$ cat config.mk
export PLATFORM = sky130hd
export DESIGN_NAME = strm_cmd_queue
export DESIGN_NICKNAME = d
export VERILOG_FILES = /design/src/hdl/strm_cmd_queue.sv
export VERILOG_INCLUDE_DIRS = /design/src /design/src/hdl
export SDC_FILE = /design/constraint.sdc
export NUM_CORES = 1
export LEC_CHECK = 0
export BUFFER_PORTS_ARGS = -buffer_cell sky130_fd_sc_hd__buf_4
export CELL_PAD_IN_SITES_DETAIL_PLACEMENT = 1
export CELL_PAD_IN_SITES_GLOBAL_PLACEMENT = 2
export CORE_AREA = 2 2 39 41
export DETAILED_ROUTE_END_ITERATION = 16
export DIE_AREA = 0 0 41 43
export PLACE_DENSITY = 0.59
export SYNTH_ARGS = -nofsm -noshare
export SYNTH_HDL_FRONTEND = slang
export SYNTH_SLANG_ARGS = --single-unit
$ cat constraint.sdc
create_clock -name clock -period 5 [get_ports clock]
set_clock_uncertainty 0.15 [all_clocks]
set_input_delay 1 -clock clock [delete_from_list [all_inputs] [get_ports clock]]
set_output_delay 1 -clock clock [all_outputs]
set_load 0.1 [all_outputs]
$ cat src/hdl/sparse_table_range_max_macros.svh
// Assertion macros shared by the sparse table range maximum RTL.
// Each macro expects a clock named clock and a synchronous reset named reset in scope.
`ifndef SPARSE_TABLE_RANGE_MAX_MACROS_SVH
`define SPARSE_TABLE_RANGE_MAX_MACROS_SVH

// The condition implies the expression in the same cycle.
`define STRM_CHECK(name, cond, expr, msg) \
   name: assert property (@(posedge clock) disable iff (reset) (cond) |-> (expr)) \
      else $error(msg);

// The condition implies the expression in the following cycle.
`define STRM_FOLLOW(name, cond, expr, msg) \
   name: assert property (@(posedge clock) disable iff (reset) (cond) |=> (expr)) \
      else $error(msg);

`endif

$ cat src/hdl/strm_cmd_queue.sv
// Two-entry command queue between the front end and the back end.
// Depends on the macros header; the entry type comes in as a type parameter.
`default_nettype none
`include "sparse_table_range_max_macros.svh"

module strm_cmd_queue #(
   parameter type cmd_type = logic
) (
   input  logic    clock,
   input  logic    reset,
   input  logic    push,
   input  cmd_type push_data,
   output logic    full,
   input  logic    pop,
   output cmd_type pop_data,
   output logic    empty
);

   cmd_type    slot_ff [2];
   logic       wr_ptr_ff, wr_ptr_in;
   logic       rd_ptr_ff, rd_ptr_in;
   logic [1:0] used_ff, used_in;
   logic       do_push;
   logic       do_pop;

   assign full     = (used_ff == 2'd2);
   assign empty    = (used_ff == 2'd0);
   assign do_push  = push && !full;
   assign do_pop   = pop && !empty;
   assign pop_data = slot_ff[rd_ptr_ff];

   always_comb begin
      wr_ptr_in = do_push ? !wr_ptr_ff : wr_ptr_ff;
      rd_ptr_in = do_pop ? !rd_ptr_ff : rd_ptr_ff;
      used_in   = used_ff + 2'(do_push) - 2'(do_pop);
   end

   always_ff @(posedge clock) begin
      if (reset) begin
         wr_ptr_ff <= 1'b0;
         rd_ptr_ff <= 1'b0;
         used_ff   <= 2'd0;
      end else begin
         wr_ptr_ff <= wr_ptr_in;
         rd_ptr_ff <= rd_ptr_in;
         used_ff   <= used_in;
      end
   end

   always_ff @(posedge clock) begin
      if (do_push) begin
         slot_ff[wr_ptr_ff] <= push_data;
      end
   end

   `STRM_CHECK(empty_ptrs_meet, used_ff == 2'd0, wr_ptr_ff == rd_ptr_ff, "queue empty with pointers apart")

endmodule

`default_nettype wire

==> impl_results.md, run 1 <==
* EDFF count, synth at 2
* Fin worst setup slack at 2.718 ns
* WL final at 527 µm
* Cell with the most instances after synthesis: dfxtp_1
* Gr ovfl total at 0
* Global-route wire length before repair at 952 µm
* GRT Util Overall at 8.384%
* Syn Area/Cell at 10.18 µm²
* Nature of the critical path endpoint: output port
* Worst-margin pin slew at ~0.28 ns
* Cell Area, Synth at 305.3 µm²
* Cell taking the most area after synthesis: dfxtp_1
* Final setup TNS at 0 ns
* Final Hold Fails at 0
* H-tree depth at 1
* Critical path fanouts, max at 4
* Clock root cell: clkbuf_4
* RSZ-0062 raised after global routing: no
* Die area at between 1500 and 2000 µm²
* Slowest-stage cell, CP: dfxtp_1
* Unique masters post-synth at 19
* Rows at 14
* Fin Hold WS at 0.3459 ns
* Most common flop cell mapped by yosys: dfxtp_1
* Reg2reg setup slack at 3.28 ns
* Core area at 1384 µm²
* Synth async-reset ratio at 0%
* Filler cells at 176
* Clock insertion delay at the later pin of the skew report at roughly 0.25 ns
* Post-route minimum period at about 2.3 ns
* Largest net degree at the start of global routing at 6
* Antenna-violating nets left at 0
* Nets at 49
* Final Wtd Congestion at 0.7127
* Max incr delay on CP at 0.33 ns
* Starting Density at 22.06%
* Crit-path cells: nand2b_2 > inv_2 > buf_4
* Critical path arrival at between 1 and 1.5 ns
* Yosys Warn Count at 0
* Sequential Area at 160.2 µm²
* WL per Instance at 9.246 µm
* Vias in the first global route at 269
* Fmax at 438.1 MHz
* Worst hold path class: reg2reg
* Post-synth top area share at about a third
* CP Class: reg2out
* Startpoint Class: flop
* Commonest cells in the netlist: dfxtp_1, nor2_1, inv_1, edfxtp_1, ha_1
* Half-perimeter wire length after placement at 432.6 µm
* Area grow syn2layout at 32.38%
* Buffer and inverter count on the worst path at 2
* Count of cells resized by post-cts repair at 0
* WP depth at 3
* Worst r2r path cells at 8
* Final slew viol count at 0
* Iteration-0 DRC Markers at 0
* CP required at 3.85 ns
* I/O pin cnt at 8
* Fin crit share at 45.65%
* DRC errors left at 0
* Clock Sinks at 7
* Via count at 235
* Initial antenna violation count at 0
* MaxCap Viol Count at 0
* Post-synthesis register bit count at 7
* Clock buffer depth at 2
* Footprint of the multi-input gates at roughly 130 µm²
* Synth Instances at 30
* Area contributors post-synth: dfxtp_1, edfxtp_1, ha_1, nor2_1, inv_1
* Die height at 43 µm
* DR pass1 iterations at 1
* Port Buffers at 7
* Via density at 4.123
* Status: finished clean
* Post-CTS Setup Bufs at 0
* Setup WS pre-CTS at 2.625 ns
* # setup viols final at 0
* CTS tree: done
* # diodes at 0
* Hold path cells at 2
* Reg clk slew, reported paths at 0.05 ns
* Share of cells above drive strength 1 at 34.15%
* Critical path's top delay family: buffers and inverters
* Hold_buf cts at 0
* Mapped Nets at 37
* Seq/Total Area, Yosys at 52.46%
* Chip width at 41 µm
* Max-slew headroom at 81.62%
* TritonCTS buffer count at 3
placed cells by master (no fill, tap or decap), types with 2 or more instances in the layout:
cell type  n
buf_4      7
nor2_1     4
dfxtp_1    5
ha_1       2
inv_1      3
edfxtp_1   2
clkbuf_4   3
metal layers:
layer	wire, µm	vias to the layer above	GRT usage (%)	share of wire (%)
met3	25	0	4.712	4.7
met5	0	-	0	0
li1	-	119	-	-
met1	209	111	7.869	40
met2	291	5	12.81	55
met4	0	0	6.000	0
stage by stage:
| step | area (µm²) | cells | utilization [%] |
|---|---|---|---|
| 6_report | 404.1 | 57 | 29.20 |
| 5_1_grt | 404.1 | 57 | 29.20 |
| 4_1_cts | 404.1 | 57 | 29.20 |
| 3_5_place_dp | 377.9 | 53 | 27.31 |
| 3_3_place_gp | 377.9 | 53 | 27.31 |
| 2_1_floorplan | 305.3 | 30 | - |
area by class of cell:
cell class              count  share of cell area [%]
well taps                  16                   4.954
multi-input cells          19                   32.20
inverters                   4                   3.715
clock buffers               4                   6.502
repair buffers              7                   13.00
flip-flops and latches      7                   39.63
final timing paths:
kind,startpoint,to
hold reg to reg,wr_ptr_ff$_SDFFE_PP0P_,wr_ptr_ff$_SDFFE_PP0P_
setup reg to reg,used_ff[0]$_SDFF_PP0_,used_ff[1]$_SDFF_PP0_
setup / recovery,used_ff[0]$_SDFF_PP0_,full
hold / removal,wr_ptr_ff$_SDFFE_PP0P_,wr_ptr_ff$_SDFFE_PP0P_
worst reg2reg max path, cell delays in order (launching register included):
cell and delay (ns):
dfxtp_1 0.36, nand2b_2 0.17, nand2_1 0.07, ha_1 0.27, inv_1 0.04, ha_1 0.18
xor2_1 0.15, and2_1 0.15, nor3_1 0.11
cell families after synthesis:
family                   count (synthesis)  synth area share (%)
AND/OR/NAND/NOR                         11                 19.26
flip-flops                               7                 52.46
buffers and inverters                    4                 4.917
AO/OA/AOI/OAI                            3                 5.735
XOR/XNOR                                 2                 5.739
adder cells (fa/ha/maj)                  2                 8.195
multiplexers                             1                 3.688
Power of run 1 is not shown: default switching activity piles up to over one toggle a cycle in this logic, so the estimate is an artifact.
==> inputs of run 2 (changes only) <==
ABC_AREA = 1   (was not set)
CORE_AREA = not set   (was 2 2 39 41)
CORE_MARGIN = 2   (was not set)
CORE_UTILIZATION = 24   (was not set)
DIE_AREA = not set   (was 0 0 41 43)
PLACE_DENSITY = 0.66   (was 0.59)
clock period = 1.9 ns   (was 5 ns; I/O delays follow)
==> impl_results.md, run 2 <==
* Status: finished clean
* Commonest cells in the netlist: inv_1, nand2_1, nor2_1, dfxtp_1
* Vias in the first global route at 316
* Share of cells above drive strength 1 at 33.96%
* Largest net degree at the start of global routing at 5
* Antenna-violating nets left at 0
* Clock insertion delay at the later pin of the skew report at 0.25 ns
* Port Buffers at 7
* Worst r2r path cells at 11
* CP required at roughly 1.9 ns
* R2R Path Start: used_ff[0]$_SDFF_PP0_
* # setup viols final at 0
* Most frequent cells in the layout: inv_1, nand2_1, buf_4, nor2_1, dfxtp_1
* CTS tree: done
* Reg clk slew, reported paths at 0.05 ns
* WL final at 704 µm
* Via count at approximately 280
* Clock buffer depth at 2
* Iteration-0 DRC Markers at 0
* Startpoint Class: flop
* Most common flop cell mapped by yosys: dfxtp_1
* Nature of the critical path endpoint: flop
* Crit. Startpoint: used_ff[0]$_SDFF_PP0_
* Global-route wire length before repair at 1290 µm
* Syn Area/Cell at 8.163 µm²
* RSZ-0062 raised after global routing: no
* RR Endpoint: used_ff[1]$_SDFF_PP0_
* CP Class: reg2reg
* Initial antenna violation count at 0
* Area contributors post-synth: dfxtp_1, edfxtp_1, inv_1, nand2_1, ha_1
* Half-perimeter wire length after placement at 597.1 µm
* EDFF count, synth at 2
* CP Capture Point: used_ff[1]$_SDFF_PP0_
* TritonCTS buffer count at 3
* Via density at between 4 and 5
* Fin util at about a third
* Cell taking the most area after synthesis: dfxtp_1
* Cell Area, Synth at between 300 and 400 µm²
* Rows at 13
* Post-route minimum period at 1.678 ns
* Post-synth top area share at around 30%
* Filler cells at 172
* Commonest non-fill, non-tap cell in the layout: inv_1
* Critical path arrival at between 1.5 and 2 ns
* Max-slew headroom at about four fifths
* H-tree depth at 1
* # diodes at 0
* GRT Util Overall at 10.85%
* Final slew viol count at 0
* Mapped Nets at 49
* Die area at 1747 µm²
* Clock root cell: clkbuf_4
* Final Wtd Congestion at around 0.7
* Starting Density at about a quarter
* Area grow syn2layout at 31.02%
* Final Hold Fails at 0
* Critical path fanouts, max at 4
* Post-synthesis register bit count at 7
* Gr ovfl total at 0
* Worst-margin pin slew at 0.2799 ns
* Core area at 1318 µm²
* WL per Instance at 10.35 µm
* Cell with the most instances after synthesis: inv_1
* Hold_buf cts at 0
* Synth Instances at 42
* Fin Hold WS at 0.1286 ns
* Reg2reg setup slack at 0.22 ns
* Fin crit share at 88.31%
* Synth async-reset ratio at 0%
* Count of cells resized by post-cts repair at 0
* Nets at slightly above 60
* Die height at 41.80 µm
* Clock Sinks at 7
* Worst hold path class: in2reg
* Chip width at 41.80 µm
* Unique masters post-synth at 13
* Seq/Total Area, Yosys at 46.72%
* I/O pin cnt at 8
* MaxCap Viol Count at 0
* Post-CTS Setup Bufs at 0
* DR pass1 iterations at 1
* Yosys Warn Count at 0
* Fmax at approximately 600 MHz
* DRC errors left at 0
[run 2: cell types whose count changed in the layout (fill, tap and decap cells not counted), sizes merged, moves of 3 or more]
cell / previous run / this run
inv: 4 / 10
nand2: 1 / 8
nand3: 0 / 3
nor2: 4 / 9
[run 2: how the worst min path moves through the flow]
stage                             endpoint              startpoint  cells past startpoint
floorplan            used_ff[0]$_SDFF_PP0_                   reset                      1
global placement    rd_ptr_ff$_SDFFE_PP0P_  rd_ptr_ff$_SDFFE_PP0P_                      2
detailed placement                    flop  rd_ptr_ff$_SDFFE_PP0P_                      2
CTS                  used_ff[0]$_SDFF_PP0_                   reset                      2
global route         used_ff[0]$_SDFF_PP0_                   reset                      2
finish               used_ff[0]$_SDFF_PP0_                   reset                      2
[run 2: layout make-up]
| cell class | instances | area (µm²) | share of cell area [%] |
|---|---|---|---|
| timing repair buffer | 7 | 52.55 | 11.70 |
| inverter | 10 | 37.54 | 8.357 |
| clock buffer | 4 | 26.28 | 5.850 |
| sequential | 7 | 161.4 | 35.93 |
| tap | 15 | 18.77 | 4.178 |
| multi-input combinational | 25 | 152.6 | 33.98 |
[run 2: critical path: stages (launching register included)]
cell,delay [ns]
dfxtp_2,0.36
inv_1,0.07
nand2_2,0.10
nand2_1,0.09
ha_1,0.29
inv_1,0.06
ha_2,0.16
inv_1,0.04
nand2_1,0.07
nand3_1,0.07
nand2_1,0.06
nor2_1,0.04
[run 2: through the flow]
step	area [µm²]	setup TNS (ns)	worst slack (ns)	std cells
final	449.2	0	0.2222	68
after global routing	449.2	0	0.06588	68
after CTS	449.2	0	0.2003	68
after detailed placement	422.9	0	0.1881	64
after global placement	422.9	0	0.2625	64
after floorplan	351.6	-0.01341	-0.01341	42
[run 2: per-layer routing]
metal	routed length (µm)	global-route usage [%]	vias to the layer above	part of all wire, %
li1	-	-	148	-
met1	280	10.53	123	40
met2	357	16.88	8	51
met3	38	5.217	4	5.4
met4	28	9.677	0	4.0
met5	0	0	-	0
[run 2: cells by family (layout without fill, tap and decap cells)]
group,Yosys count,after routing,share of synthesized area (%)
AOI/OAI and AO/OA,2,2,2.920
adders and majority gates,2,2,7.298
buffers and inverters,10,21,10.95
DFF,7,7,46.72
muxes,1,1,3.284
and+or+nand+nor,20,20,28.83
Power of run 2 is left out for the same reason.
